$ cat config.mk
export PLATFORM = sky130hd
export DESIGN_NAME = extreme_high_peep_detector
export DESIGN_NICKNAME = d
export VERILOG_FILES = /design/src/design/ehpd_pkg.sv /design/src/design/ehpd_eval.sv /design/src/design/extreme_high_peep_detector.sv
export SDC_FILE = /design/constraint.sdc
export NUM_CORES = 1
export LEC_CHECK = 0
export CAP_MARGIN = 20
export CORE_AREA = 2 2 156 158
export CTS_BUF_LIST = sky130_fd_sc_hd__clkbuf_8
export DETAILED_ROUTE_END_ITERATION = 8
export DIE_AREA = 0 0 158 160
export DONT_BUFFER_PORTS = 1
export GPL_ROUTABILITY_DRIVEN = 0
export HOLD_SLACK_MARGIN = 0.05
export PLACE_DENSITY_LB_ADDON = 0.08
export RECOVER_POWER = 100
export SYNTH_ARGS = -nofsm -noshare
export SYNTH_HDL_FRONTEND = slang
export SYNTH_SLANG_ARGS = --single-unit
$ cat constraint.sdc
create_clock -name aclk -period 6.8 [get_ports aclk]
set_input_delay 0 -clock aclk [delete_from_list [all_inputs] [get_ports aclk]]
set_output_delay 0 -clock aclk [all_outputs]
set_load 0.01 [all_outputs]
$ cat src/design/ehpd_pkg.sv
// ============================================================================
// ehpd_pkg
// Shared types and constants for the extreme high PEEP detector.
// ============================================================================
package ehpd_pkg;

    // Pressure scale of the sensor readings. The limit register comes out of
    // reset at twenty times this value.
    localparam int unsigned PRESSURE_SCALE = 100;
    localparam logic [15:0] LIMIT_RESET    = 16'(20 * PRESSURE_SCALE);

    // Configuration register reset values.
    localparam logic [15:0] EXH_PERSIST_RESET   = 16'd15;
    localparam logic [15:0] NCPAP_PERSIST_RESET = 16'd200;
    localparam logic [15:0] EXH_SETTLE_RESET    = 16'd500;

    // Persistence counter saturates here.
    localparam logic [15:0] PERSIST_MAX = 16'hFFFF;

    // Configuration register indexes.
    localparam int unsigned CFG_ADDR_W = 3;
    localparam logic [CFG_ADDR_W-1:0] REG_NCPAP_LIMIT    = 3'd0;
    localparam logic [CFG_ADDR_W-1:0] REG_BASELINE_LIMIT = 3'd1;
    localparam logic [CFG_ADDR_W-1:0] REG_PEEP_OFFSET    = 3'd2;
    localparam logic [CFG_ADDR_W-1:0] REG_EXH_PERSIST    = 3'd3;
    localparam logic [CFG_ADDR_W-1:0] REG_NCPAP_PERSIST  = 3'd4;
    localparam logic [CFG_ADDR_W-1:0] REG_EXH_SETTLE     = 3'd5;

    // Item opcodes.
    localparam logic OP_EVAL = 1'b0;
    localparam logic OP_LOAD = 1'b1;

    // Ventilation phases; the unused code counts as another phase.
    localparam logic [1:0] PHASE_OTHER = 2'd0;
    localparam logic [1:0] PHASE_EXH   = 2'd1;
    localparam logic [1:0] PHASE_NCPAP = 2'd2;

    // Stream widths.
    localparam int unsigned S_TDATA_W = 64;
    localparam int unsigned S_TUSER_W = 3;
    localparam int unsigned M_TDATA_W = 24;

    typedef struct packed {
        logic signed [15:0] ncpap_limit;
        logic signed [15:0] baseline_limit;
        logic signed [15:0] peep_offset;
        logic [15:0]        exh_persist_ticks;
        logic [15:0]        ncpap_persist_ticks;
        logic [15:0]        exh_settle_time;
    } ehpd_cfg_t;

    typedef struct packed {
        logic               opcode;
        logic [1:0]         phase;
        logic [15:0]        phase_elapsed;
        logic signed [15:0] inh_pressure;
        logic signed [15:0] exh_pressure;
        logic [15:0]        inactive_load;
    } ehpd_item_t;

    typedef struct packed {
        logic [15:0]        inactive_count;
        logic [15:0]        persist_count;
        logic               fired_flag;
        logic               alarm_flag;
        logic signed [15:0] limit;
    } ehpd_state_t;

    typedef struct packed {
        logic               trigger_fired;
        logic               alarm_active;
        logic               alarm_raised;
        logic signed [15:0] active_limit;
    } ehpd_result_t;

endpackage

$ cat src/design/ehpd_eval.sv
// ============================================================================
// ehpd_eval
// Single-pass evaluation of one item: threshold compare, persistence count,
// trigger and alarm flags, and the result word.
// ============================================================================
module ehpd_eval (
    input  ehpd_pkg::ehpd_cfg_t    cfg,
    input  ehpd_pkg::ehpd_item_t   item,
    input  ehpd_pkg::ehpd_state_t  state,
    output ehpd_pkg::ehpd_state_t  state_next,
    output ehpd_pkg::ehpd_result_t result
);
    import ehpd_pkg::*;

    logic               is_ncpap;
    logic signed [15:0] sel_limit;
    logic [15:0]        sel_need;
    logic signed [16:0] thr;
    logic               exceed;
    logic [15:0]        persist_inc;
    logic               reach;
    logic               settled;

    // Phase-selected limit and persistence requirement.
    assign is_ncpap  = (item.phase == PHASE_NCPAP);
    assign sel_limit = is_ncpap ? cfg.ncpap_limit : cfg.baseline_limit;
    assign sel_need  = is_ncpap ? cfg.ncpap_persist_ticks : cfg.exh_persist_ticks;

    // Threshold at full precision, then compare both readings against it.
    assign thr    = {sel_limit[15], sel_limit} + {cfg.peep_offset[15], cfg.peep_offset};
    assign exceed = ($signed({item.inh_pressure[15], item.inh_pressure}) > thr) ||
                    ($signed({item.exh_pressure[15], item.exh_pressure}) > thr);

    // Saturating increment of the persistence count.
    assign persist_inc = (state.persist_count != PERSIST_MAX) ?
                         state.persist_count + 16'd1 : state.persist_count;
    assign reach   = (persist_inc >= sel_need);
    assign settled = (item.phase_elapsed >= cfg.exh_settle_time);

    // Next state and result for the item.
    always_comb begin
        state_next           = state;
        result.trigger_fired = 1'b0;
        result.alarm_raised  = 1'b0;

        if (item.opcode == OP_LOAD) begin
            state_next.inactive_count = item.inactive_load;
        end else if (state.inactive_count != 16'd0) begin
            state_next.inactive_count = state.inactive_count - 16'd1;
        end else if (item.phase == PHASE_NCPAP ||
                     (item.phase == PHASE_EXH && settled)) begin
            state_next.limit = sel_limit;
            if (exceed) begin
                state_next.persist_count = persist_inc;
                if (reach) begin
                    // Exhalation restarts the count after each fire.
                    if (!is_ncpap) begin
                        state_next.persist_count = 16'd0;
                    end
                    state_next.fired_flag = 1'b1;
                    state_next.alarm_flag = 1'b1;
                    result.alarm_raised   = 1'b1;
                end
            end else begin
                state_next.persist_count = 16'd0;
                state_next.alarm_flag    = 1'b0;
            end
            result.trigger_fired = state_next.fired_flag;
        end else if (item.phase == PHASE_EXH) begin
            // Still settling: report the stored trigger only.
            result.trigger_fired = state.fired_flag;
        end else begin
            state_next.fired_flag = 1'b0;
        end

        result.alarm_active = state_next.alarm_flag;
        result.active_limit = state_next.limit;
    end

endmodule

$ cat src/design/extreme_high_peep_detector.sv
// ============================================================================
// extreme_high_peep_detector
// Streaming extreme high PEEP detector with persistence and inactive countdown.
// ============================================================================
// Each accepted item is captured in an input register and evaluated into
// a result register that drives the result port, and the block sustains
// one item per clock while m_tready stays high. The detector state
// (countdown, persistence count, trigger and alarm flags, selected limit)
// lives in flip-flops updated by the evaluation step; that step and the
// output register set the rate. When m_tready is low the result register
// holds and one more item waits in the input register.
// Configuration is to be written through cfg_we/cfg_addr/cfg_wdata while idle; the block itself does not enforce this.
module extreme_high_peep_detector (
    input  logic                               aclk,
    input  logic                               aresetn,
    // Configuration write port.
    input  logic                               cfg_we,
    input  logic [ehpd_pkg::CFG_ADDR_W-1:0]    cfg_addr,
    input  logic [15:0]                        cfg_wdata,
    // Input items.
    input  logic                               s_tvalid,
    output logic                               s_tready,
    // tdata from bit 0: phase_elapsed[15:0], inh_pressure[15:0],
    // exh_pressure[15:0], inactive_load[15:0]
    input  logic [ehpd_pkg::S_TDATA_W-1:0]     s_tdata,
    // tuser from bit 0: opcode[0], phase[1:0]
    input  logic [ehpd_pkg::S_TUSER_W-1:0]     s_tuser,
    // Result items.
    output logic                               m_tvalid,
    input  logic                               m_tready,
    // tdata from bit 0: trigger_fired, alarm_active, alarm_raised,
    // active_limit[15:0], then five zero bits
    output logic [ehpd_pkg::M_TDATA_W-1:0]     m_tdata
);
    import ehpd_pkg::*;

    ehpd_cfg_t    cfg_reg;
    ehpd_item_t   item_reg;
    logic         in_valid_reg;
    ehpd_state_t  st_reg;
    ehpd_state_t  st_next;
    ehpd_result_t res_next;
    ehpd_result_t res_reg;
    logic         out_valid_reg;
    logic         out_advance;
    logic         go;

    // Pipeline control: the result register moves when empty or taken.
    assign out_advance = !out_valid_reg || m_tready;
    assign go          = in_valid_reg && out_advance;
    assign s_tready    = !in_valid_reg || out_advance;

    // Configuration registers.
    always_ff @(posedge aclk) begin
        if (!aresetn) begin
            cfg_reg.ncpap_limit         <= '0;
            cfg_reg.baseline_limit      <= '0;
            cfg_reg.peep_offset         <= '0;
            cfg_reg.exh_persist_ticks   <= EXH_PERSIST_RESET;
            cfg_reg.ncpap_persist_ticks <= NCPAP_PERSIST_RESET;
            cfg_reg.exh_settle_time     <= EXH_SETTLE_RESET;
        end else if (cfg_we) begin
            unique case (cfg_addr)
                REG_NCPAP_LIMIT:    cfg_reg.ncpap_limit         <= cfg_wdata;
                REG_BASELINE_LIMIT: cfg_reg.baseline_limit      <= cfg_wdata;
                REG_PEEP_OFFSET:    cfg_reg.peep_offset         <= cfg_wdata;
                REG_EXH_PERSIST:    cfg_reg.exh_persist_ticks   <= cfg_wdata;
                REG_NCPAP_PERSIST:  cfg_reg.ncpap_persist_ticks <= cfg_wdata;
                REG_EXH_SETTLE:     cfg_reg.exh_settle_time     <= cfg_wdata;
                default: ;
            endcase
        end
    end

    // Input register valid flag.
    always_ff @(posedge aclk) begin
        if (!aresetn) begin
            in_valid_reg <= 1'b0;
        end else if (s_tready) begin
            in_valid_reg <= s_tvalid;
        end
    end

    // Input register payload.
    always_ff @(posedge aclk) begin
        if (s_tvalid && s_tready) begin
            item_reg.opcode        <= s_tuser[0];
            item_reg.phase         <= s_tuser[2:1];
            item_reg.phase_elapsed <= s_tdata[15:0];
            item_reg.inh_pressure  <= s_tdata[31:16];
            item_reg.exh_pressure  <= s_tdata[47:32];
            item_reg.inactive_load <= s_tdata[63:48];
        end
    end

    ehpd_eval u_eval (
        .cfg        (cfg_reg),
        .item       (item_reg),
        .state      (st_reg),
        .state_next (st_next),
        .result     (res_next)
    );

    // Detector state.
    always_ff @(posedge aclk) begin
        if (!aresetn) begin
            st_reg.inactive_count <= '0;
            st_reg.persist_count  <= '0;
            st_reg.fired_flag     <= 1'b0;
            st_reg.alarm_flag     <= 1'b0;
            st_reg.limit          <= LIMIT_RESET;
        end else if (go) begin
            st_reg <= st_next;
        end
    end

    // Result register valid flag.
    always_ff @(posedge aclk) begin
        if (!aresetn) begin
            out_valid_reg <= 1'b0;
        end else if (out_advance) begin
            out_valid_reg <= in_valid_reg;
        end
    end

    // Result register payload.
    always_ff @(posedge aclk) begin
        if (go) begin
            res_reg <= res_next;
        end
    end

    assign m_tvalid = out_valid_reg;
    assign m_tdata  = {5'd0, res_reg.active_limit, res_reg.alarm_raised,
                       res_reg.alarm_active, res_reg.trigger_fired};

`ifndef SYNTHESIS
    // A raised alarm always comes with the trigger and the active alarm.
    assert property (@(posedge aclk) disable iff (!aresetn)
        go && res_next.alarm_raised |=> res_reg.trigger_fired && res_reg.alarm_active)
        else $error("alarm raised without trigger and active alarm");

    // An evaluation tick during the countdown leaves the detector flags alone.
    assert property (@(posedge aclk) disable iff (!aresetn)
        go && item_reg.opcode == OP_EVAL && st_reg.inactive_count != 16'd0
        |=> $stable(st_reg.persist_count) && $stable(st_reg.fired_flag) &&
            $stable(st_reg.alarm_flag))
        else $error("detector state changed while inactive");

    // A fire in exhalation restarts the persistence count.
    assert property (@(posedge aclk) disable iff (!aresetn)
        go && res_next.alarm_raised && item_reg.phase == PHASE_EXH
        |=> st_reg.persist_count == 16'd0)
        else $error("exhalation fire did not restart the count");

    // The alarm only sets together with a raised pulse.
    assert property (@(posedge aclk) disable iff (!aresetn)
        $rose(st_reg.alarm_flag) |-> $past(go && res_next.alarm_raised))
        else $error("alarm set without a fire");
`endif

endmodule
==> metrics.csv, run 1 <==
metric,value,unit
max_stage_delay,0.69,ns
synth_cell_types,72,
path_common_cell,a21o_1,
p_sw,819.2,µW
worst_slew_pin_slew,3.745,ns
final_nets,1529,
antenna_found_initial,2,
wl,31560,µm
drt-wirelength-per-cell,18.46,µm
yosysWarnings,0,
numCtsBuffers,41,
drtIter0Drc,536,
via_per_inst,5.485,
die_w,158,µm
start_util,48.70,%
grt_max_degree,81,
p_seq_share,49.1,%
ctsHtreeMaxLevel,2,
clock-sinks,234,
fin_tns_setup,0,ns
critPathSlowestCell,clkbuf_2,
crit_fanout,22,
drc,0,
critPathArrivalTime,6.38,ns
rrSetupSlack,0.84,ns
end_kind,register,
hold_path.class,in -> reg,
ctsHoldBuffers,120,
timing_worst_setup_path_type,reg -> reg,
port-buffer-count,0,
rr_worst_depth,22,
reg2reg_to,st_reg[23],
cts_setup_buffers,0,
yosysSeqAreaShare,47.80,%
hold_viol_final,0,
async_flop_share,0,%
ir_drop,169.8,µV
cts_tree,done,
cp_top_family,compound AO/OA/AOI/OAI gates,
layout-drive-gt1-share,6.137,%
required,7.23,ns
rsz0062_at_grt,no,
vias,9380,
crit_start,item_reg[64],
fin_skew,0.02045,ns
fin_crit,5.955,ns
clk_latency,0.54,ns
status,"complete, but fails checks",
syn-cell-area,11600,µm²
fmax,167.9,MHz
p_leak,0.005451,µW
dp_hpwl,20760,µm
critical_path_depth,22,
grt_pass1_wl,49370,µm
grt.overflow.total,0,
combPwrFrac,11.7,%
layout_commonest_cell,nand2_1,
start_kind,register,
max_slew_margin,-149.6,%
timing.rr.start,item_reg[64],
power_density,228.6,nW/µm²
coreArea,23820,µm²
clkPwrFrac,39.1,%
final_cell_mix,"276 x nand2_1, 148 x dfxtp_1, 133 x a21oi_1, 119 x dlygate4sd3_1, 86 x edfxtp_1",
synth.ff_latch_count,234,
synth-edff-count,86,
syn_avg_cell_area,9.333,µm²
report.power.total,3147,µW
cts_root_buf,clkbuf_8,
ctsResizeCount,0,
n_fill_cell,2145,
endpoint,st_reg[23],
grtUsageTotal,25.19,%
crit_chain,nor2b_4 > clkbuf_2 > mux2i_1 > inv_1 > ha_1 > a21oi_1 > o21ai_1 > o21bai_1 > a21o_1 > a21o_1 > a21o_1 > a21oi_1 > xor2_1 > ha_1 > a21o_1 > a21oi_1 > nand3_1 > o22a_1 > a32oi_2 > buf_4 > nor2_1 > a221o_1,
largest_reg_flops,96,
io_pins,117,
clock_tree.buffer_depth,3,
rows,57,
period_share,87.57,%
die_h,160,µm
setup_viol,0,
critPathBufInv,3,
p_int,2327,µW
ant_nets,0,
swShare,26.04,%
cap_violations,4,
clk_pin_slew,0.06,ns
violations,"max-capacitance violations, max-slew violations",
drv_slew,218,
syn2layout_area_growth,18.63,%
grt_pass1_vias,9128,
synth-main-ff-cell,dfxtp_1,
netlist_instances,1243,
dr.pass1.iters,5,
design.die.area,25280,µm²
==> worst min-delay path by stage <==
stage                           start           end  slack, ns  cells past startpoint
after floorplan           s_tdata[48]   item_reg[0]        0.1                      0
after global placement        aresetn   cfg_reg[33]       0.08                      1
after detailed placement      aresetn   cfg_reg[32]       0.09                      1
after CTS                 s_tdata[44]  item_reg[28]       0.05                      1
after global routing      s_tdata[44]  item_reg[28]       0.06                      1
final                     s_tdata[44]  item_reg[28]       0.09                      1
==> worst reg2reg max path, cell delays in order, from the launching register on <==
cell and delay, ns:
edfxtp_1 0.42, nor2b_4 0.42, clkbuf_2 0.70, mux2i_1 0.30, inv_1 0.06, ha_1 0.39
a21oi_1 0.16, o21ai_1 0.25, o21bai_1 0.26, a21o_1 0.19, a21o_1 0.20, a21o_1 0.17
a21oi_1 0.16, xor2_1 0.23, ha_1 0.28, a21o_1 0.16, a21oi_1 0.23, nand3_1 0.11
o22a_1 0.19, a32oi_2 0.18, buf_4 0.25, nor2_1 0.21, a221o_1 0.34
==> routing by layer <==
layer	global-route usage [%]	routed length (µm)	share of wire, %	up-vias
met5	0	13	0.041	-
met4	8.067	942	3.0	2
met3	5.129	1781	5.6	76
met2	42.41	15180	48	239
met1	32.39	13640	43	4419
li1	-	-	-	4644
==> cell usage after synthesis, types with 7 or more instances <==
library cell	instances	share of area, %
ha_1	80	8.6
o21ai_0	41	1.8
nor2_1	46	1.5
nor4_1	18	0.97
a22o_1	12	0.91
dfxtp_1	148	26
a211oi_1	9	0.58
mux2_2	21	2.0
a21o_1	30	1.9
xnor2_1	13	0.98
nor2b_1	20	1.1
edfxtp_1	86	22
o211ai_1	11	0.71
a22oi_1	12	0.78
mux2i_1	24	2.1
and2_1	7	0.38
nand3_1	32	1.4
a21oi_1	132	5.7
clkbuf_1	50	1.6
nor3_1	17	0.73
inv_1	37	1.2
nand4_1	9	0.49
nand2b_1	10	0.54
and3_1	7	0.38
nand2_1	276	8.9
==> logic make-up after synthesis <==
logic type | Yosys count | share of synthesized area, %
buffers and inverters | 100 | 3.581
XOR/XNOR | 19 | 1.564
AND/OR/NAND/NOR | 472 | 18.39
adder cells (fa/ha/maj) | 82 | 8.887
multiplexers | 47 | 4.368
AO/OA/AOI/OAI | 288 | 15.38
other | 1 | 0.03232
flip-flops | 234 | 47.80
==> per-stage QoR <==
| stage | worst slack [ns] | util [%] | cell area [µm²] | cells | hold WS (ns) |
|---|---|---|---|---|---|
| finish | 0.8449 | 57.77 | 13760 | 1710 | 0.08568 |
| global route | 0.3934 | 57.76 | 13760 | 1709 | 0.06084 |
| CTS | 1.183 | 57.96 | 13810 | 1708 | 0.05058 |
| detailed placement | 1.214 | 49.63 | 11820 | 1517 | 0.08656 |
| global placement | 1.313 | 49.58 | 11810 | 1516 | 0.08341 |
| floorplan | 1.077 | - | 11620 | 1247 | 0.09887 |
==> power by group through the flow <==
stage / Clock [µW] / Combinational [µW] / Sequential, µW
5_1_grt: 1320 / 413 / 1550
3_5_place_dp: 0 / 295 / 1570
3_3_place_gp: 0 / 291 / 1570
4_1_cts: 1260 / 371 / 1540
6_report: 1230 / 370 / 1550
2_1_floorplan: 0 / 232 / 1560
==> layout make-up <==
cell class	instances	area, µm²	area share, %
Clock buffer	50	688.2	5.000
Clock inverter	21	85.08	0.6182
Timing Repair Buffer	129	1252	9.101
Inverter	38	142.6	1.036
Tap cell	324	405.4	2.946
Antenna cell	1	2.502	0.01818
Multi-Input combinational cell	913	5640	40.99
Sequential cell	234	5545	40.29
(Power assumes the default switching activity.)
==> inputs of run 2 (changes only) <==
--- a/config.mk
+++ b/config.mk
@@ -6,10 +6,12 @@
 export NUM_CORES = 1
 export LEC_CHECK = 0
 export CAP_MARGIN = 20
-export CORE_AREA = 2 2 156 158
+export CELL_PAD_IN_SITES_DETAIL_PLACEMENT = 1
+export CELL_PAD_IN_SITES_GLOBAL_PLACEMENT = 2
+export CORE_AREA = 2 2 170 172
 export CTS_BUF_LIST = sky130_fd_sc_hd__clkbuf_8
 export DETAILED_ROUTE_END_ITERATION = 8
-export DIE_AREA = 0 0 158 160
+export DIE_AREA = 0 0 172 174
 export DONT_BUFFER_PORTS = 1
 export GPL_ROUTABILITY_DRIVEN = 0
 export HOLD_SLACK_MARGIN = 0.05
==> run 2 against run 1 <==
  * The run still ends with max-capacitance violations, max-slew violations left
  * Critical path depth shrank 2
  * Clock skew grew 0.017 ns
  * Power grew 3.8%
  * First-iteration DRC count shrank 18%
  * Non-clock buffer count grew 28
  * Combinational power grew 5%
  * Cell area grew 3.0%
  * Count of clock-buffer cells in the layout shrank 4
  * Routed wire length grew 14%
  * Sequential cell count is the same
  * Register-to-register slack lost 0.12 ns
  * Via count grew 3.1%
  * Critical endpoint is now st_reg[18]
  * Largest cell class unchanged
==> metrics.csv, run 2 (synthesized netlist as in run 1, its figures left out) <==
metric,value,unit,change
status,"complete, but fails checks",,
violations,"max-capacitance violations, max-slew violations",,
crit_fanout,16,,-27%
ant_nets,0,,unchanged
drc,0,,unchanged
worst_slew_pin_slew,4.467,ns,+0.7223 ns
timing_worst_setup_path_type,reg -> reg,,
fin_skew,0.03710,ns,+0.01664 ns
reg2reg_to,st_reg[18],,
ctsHtreeMaxLevel,2,,unchanged
drv_slew,210,,-3.7%
power_density,230.4,nW/µm²,+0.79%
layout_commonest_cell,nand2_1,,
report.power.total,3266,µW,+3.8%
design.die.area,29930,µm²,+18%
start_kind,register,,
rsz0062_at_grt,no,,
hold_viol_final,0,,unchanged
clock-sinks,234,,unchanged
die_w,172,µm,+8.9%
period_share,89.28,%,+1.7 points
final_nets,1559,,+2.0%
cts_tree,done,,
post-place-ws,0.8660,ns,-0.3476 ns
critPathSlowestCell,a211oi_1,,
ctsResizeCount,0,,unchanged
cap_violations,4,,unchanged
rr_worst_depth,20,,-9.1%
clk_pin_slew,0.07,ns,about the same
coreArea,28240,µm²,+19%
endpoint,st_reg[18],,
timing.rr.start,item_reg[64],,
grt_pass1_vias,10260,,+12%
die_h,174,µm,+8.8%
grt_pass1_wl,56730,µm,+15%
fmax,164.7,MHz,-1.9%
numCtsBuffers,43,,+4.9%
vias,9671,,+3.1%
io_pins,117,,unchanged
max_slew_margin,-198.0,%,-48 points
grtUsageTotal,24.45,%,-0.73 points
drt-wirelength-per-cell,19.90,µm,+7.8%
clock_tree.buffer_depth,3,,unchanged
cts_root_buf,clkbuf_8,,
drtIter0Drc,442,,-18%
antenna_found_initial,3,,+1
layout-drive-gt1-share,6.474,%,+0.34 points
end_kind,register,,
path_common_cell,a21o_1,,
syn2layout_area_growth,22.16,%,
max_stage_delay,0.83,ns,+0.14 ns
crit_chain,nor2b_4 > mux2_2 > ha_1 > nand3_1 > a211oi_1 > nor3_1 > o21bai_1 > a21o_1 > a21o_1 > a21o_1 > a21oi_1 > xor2_1 > ha_1 > nand3_1 > nor4_1 > nand2b_1 > a32oi_2 > clkbuf_1 > nor4_1 > a211o_1,,
fin_crit,6.071,ns,+0.1162 ns
critPathArrivalTime,6.53,ns,+0.15 ns
dp_hpwl,22710,µm,+9.4%
ir_drop,147.8,µV,-13%
via_per_inst,5.355,,-2.4%
dr.pass1.iters,5,,unchanged
final_cell_mix,"276 x nand2_1, 148 x dfxtp_1, 147 x dlygate4sd3_1, 132 x a21oi_1, 86 x edfxtp_1",,
largest_reg_flops,96,,unchanged
wl,35940,µm,+14%
critical_path_depth,20,,-9.1%
start_util,41.08,%,-7.6 points
crit_start,item_reg[64],,
grt_max_degree,73,,-9.9%
setup_viol,0,,unchanged
rrSetupSlack,0.73,ns,-0.12 ns
critPathBufInv,1,,-2
grt.overflow.total,0,,unchanged
port-buffer-count,0,,unchanged
fin_tns_setup,0,ns,unchanged
rows,62,,+8.8%
required,7.26,ns,+0.03 ns
hold_path.class,in -> reg,,
clk_latency,0.58,ns,+0.04 ns
cp_top_family,compound AO/OA/AOI/OAI gates,,
p_leak,0.005585,µW,+2.5%
fin_ws,0.7287,ns,-0.1162 ns
==> run 2: routing by layer <==
layer	vias up	share of wire, %	GRT usage, %
li1	4710	-	-
met5	-	0.075	0
met2	160	48	40.91
met4	4	2.5	7.143
met1	4734	45	32.06
met3	63	4.3	4.668
==> run 2: worst min path at each step <==
stage / startpoint / to / slack [ns] / cells after the start
6_report: s_tdata[18] / item_reg[34] / 0.08 / 1
5_1_grt: s_tdata[31] / item_reg[47] / 0.05 / 1
4_1_cts: s_tdata[38] / item_reg[22] / 0.05 / 1
3_5_place_dp: aresetn / cfg_reg[33] / 0.08 / 1
3_3_place_gp: aresetn / cfg_reg[33] / 0.08 / 1
2_1_floorplan: s_tdata[48] / item_reg[0] / 0.1 / 0
==> run 2: area by class of cell <==
type / count / area [µm²]
antenna: 1 / 2.502
clock buffer: 46 / 633.1
clock inverter: 33 / 201.4
fill: 3243 / 14060
inverter: 38 / 142.6
multi-input combinational: 913 / 5643
sequential: 234 / 5545
tap: 384 / 480.5
timing repair buffer: 157 / 1524
==> run 2: power breakdown <==
part	leakage, µW	internal (µW)	total [µW]	switching (µW)
Combinational	0.00307	164	387	223
Clock	0.000489	707	1330	622
Sequential	0.00203	1510	1550	35.0
Total	0.00558	2390	3270	881
==> run 2: timing repair <==
action                                 in CTS  in global routing
hold buffers                              148                  0
endpoints found under the hold margin     205                  0
setup buffers                               0                  0
==> run 2: metrics by stage <==
| step | utilization (%) | hold slack [ns] | cells | cell area, µm² |
|---|---|---|---|---|
| 6_report | 50.19 | 0.07937 | 1806 | 14170 |
| 5_1_grt | 50.18 | 0.05476 | 1805 | 14170 |
| 4_1_cts | 50.39 | 0.05080 | 1805 | 14230 |
| 3_5_place_dp | 42.15 | 0.08040 | 1578 | 11900 |
| 3_3_place_gp | 42.15 | 0.07676 | 1578 | 11900 |
| 2_1_floorplan | - | 0.09887 | 1247 | 11620 |
==> inputs of run 3 (changes only) <==
--- a/config.mk
+++ b/config.mk
@@ -16,7 +16,6 @@
 export GPL_ROUTABILITY_DRIVEN = 0
 export HOLD_SLACK_MARGIN = 0.05
 export PLACE_DENSITY_LB_ADDON = 0.08
-export RECOVER_POWER = 100
 export SYNTH_ARGS = -nofsm -noshare
 export SYNTH_HDL_FRONTEND = slang
 export SYNTH_SLANG_ARGS = --single-unit
==> run 3 against run 2 <==
  * The flow now finishes without violations
  * Highest routed layer unchanged
  * Routed wire length is essentially flat
  * Sequential cell count is the same
  * Count of clock-buffer cells in the layout did not move
  * Utilization is 0.20 points higher
  * Fmax increased by 1.7%
  * Critical endpoint unchanged
  * First-iteration DRC count is 8.1% lower
  * Cell count unchanged
  * Register-to-register slack improved by 0.10 ns
  * Sequential share of layout area shrank 0.16 points
  * Global-route usage stayed put
  * Critical path depth is 1 higher
  * Worst hold slack improved by 0.0011 ns
==> metrics.csv, run 3 (synthesized netlist as in run 1, its figures left out) <==
metric,value,unit,change
status,completed,,
antenna_found_initial,3,,unchanged
final_util,50.39,%,+0.20 points
fin_tns_setup,0,ns,unchanged
ant_nets,0,,unchanged
timing_worst_setup_path_type,reg -> reg,,
drt-wirelength-per-cell,19.92,µm,about the same
final_cells,1806,,unchanged
numCtsBuffers,43,,unchanged
period_share,87.76,%,-1.5 points
layout_commonest_cell,nand2_1,,
grt.overflow.total,0,,unchanged
rr_worst_depth,21,,+5.0%
required,7.26,ns,about the same
placed_cells,1578,,unchanged
drtIter0Drc,406,,-8.1%
hold_path.class,in -> reg,,
drv_slew,0,,-100%
rows,62,,unchanged
end_kind,register,,
die_h,174,µm,unchanged
hold_viol_final,0,,unchanged
largest_reg_flops,96,,unchanged
ir_drop,147.7,µV,about the same
reg2reg_to,st_reg[18],,
layout-drive-gt1-share,7.811,%,+1.3 points
cts_root_buf,clkbuf_8,,
port-buffer-count,0,,unchanged
critPathArrivalTime,6.43,ns,-0.10 ns
vias,9733,,+0.64%
post-place-ws,0.8660,ns,unchanged
setup_viol,0,,unchanged
power_density,229.8,nW/µm²,-0.29%
cap_violations,0,,-4
fin_skew,0.03772,ns,+0.0006196 ns
min_to,item_reg[34],,
hp-start,s_tdata[18],,
via_per_inst,5.389,,+0.64%
dp_hpwl,22710,µm,unchanged
dr.pass1.iters,5,,unchanged
cts_tree,done,,
ctsResizeCount,0,,unchanged
whs_path_depth,1,,unchanged
ctsHtreeMaxLevel,2,,unchanged
design.die.area,29930,µm²,unchanged
clock_tree.buffer_depth,3,,unchanged
ctsHoldBuffers,148,,unchanged
crit_fanout,16,,unchanged
final_cell_mix,"276 x nand2_1, 148 x dfxtp_1, 147 x dlygate4sd3_1, 132 x a21oi_1, 86 x edfxtp_1",,
rrSetupSlack,0.83,ns,+0.10 ns
fmax,167.6,MHz,+1.7%
io_pins,117,,unchanged
fin_ws,0.8323,ns,+0.1036 ns
fin_crit,5.968,ns,-0.1036 ns
grt_max_degree,73,,unchanged
start_util,41.08,%,unchanged
max_slew_margin,36.79,%,+230 points
p_leak,0.005616,µW,+0.56%
timing.rr.start,item_reg[64],,
clk_latency,0.58,ns,about the same
coreArea,28240,µm²,unchanged
grtUsageTotal,24.45,%,unchanged
wl,35970,µm,about the same
die_w,172,µm,unchanged
clock-sinks,234,,unchanged
cts_setup_buffers,0,,unchanged
grt_pass1_vias,10260,,unchanged
clk_pin_slew,0.07,ns,about the same
drc,0,,unchanged
final_nets,1559,,unchanged
start_kind,register,,
worst_slew_pin_slew,0.9424,ns,-3.525 ns
rsz0062_at_grt,no,,
syn2layout_area_growth,22.66,%,
grt_pass1_wl,56730,µm,unchanged
run 3: cell count changes in the layout (fill, tap and decap cells not counted), sizes merged:
cell,delta
clkbuf,-6
buf,+6
run 3: worst max-delay path by stage:
| stage | slack (ns) | startpoint | cells past startpoint | endpoint |
|---|---|---|---|---|
| 2_1_floorplan | 1.08 | item_reg[64] | 25 | m_tdata[0] |
| 3_3_place_gp | 1.05 | item_reg[64] | 21 | st_reg[18] |
| 3_5_place_dp | 0.87 | item_reg[64] | 21 | st_reg[18] |
| 4_1_cts | 0.86 | item_reg[64] | 21 | st_reg[18] |
| 5_1_grt | 0.40 | item_reg[64] | 22 | st_reg[18] |
| 6_report | 0.83 | item_reg[64] | 21 | st_reg[18] |
run 3: area by class of cell:
| cell class | instances | area (µm²) |
|---|---|---|
| Multi-Input combinational cell | 913 | 5665 |
| Tap cell | 384 | 480.5 |
| Fill cell | 3241 | 14010 |
| Inverter | 38 | 142.6 |
| Clock inverter | 33 | 201.4 |
| Sequential cell | 234 | 5545 |
| Clock buffer | 46 | 633.1 |
| Antenna cell | 1 | 2.502 |
| Timing Repair Buffer | 157 | 1559 |
run 3: critical path: stages (launching register included):
cell,delay (ns)
edfxtp_1,0.42
nor2b_4,0.49
mux2_2,0.42
ha_1,0.36
nand3_1,0.18
a211oi_1,0.82
nor3_1,0.22
o21bai_1,0.21
a21o_1,0.13
a21o_1,0.14
a21o_1,0.11
a21oi_1,0.07
xor2_1,0.22
ha_1,0.29
a21o_1,0.16
a21oi_1,0.27
a21boi_0,0.14
a21o_1,0.18
a32oi_2,0.43
buf_4,0.27
nor4_1,0.07
a211o_1,0.28
run 3: routing by layer:
layer	track usage (%)	vias to the layer above	routed length [µm]
met4	7.143	4	867
met5	0	-	27
met3	4.668	62	1700
met2	40.91	178	17260
met1	32.06	4770	16120
li1	-	4719	-
run 3: where the power goes:
part	total (µW)	internal [µW]	switching, µW
combinational	393	168	225
sequential	1550	1510	35.1
clock	1330	707	623
total	3270	2390	884
run 3: metrics by stage:
stage | total power, µW | hold slack [ns] | cell area [µm²]
CTS | 3300 | 0.05080 | 14230
global placement | 1872 | 0.07676 | 11900
detailed placement | 1875 | 0.08040 | 11900
floorplan | 1795 | 0.09887 | 11620
finish | 3270 | 0.08048 | 14230
global route | 3421 | 0.05476 | 14230
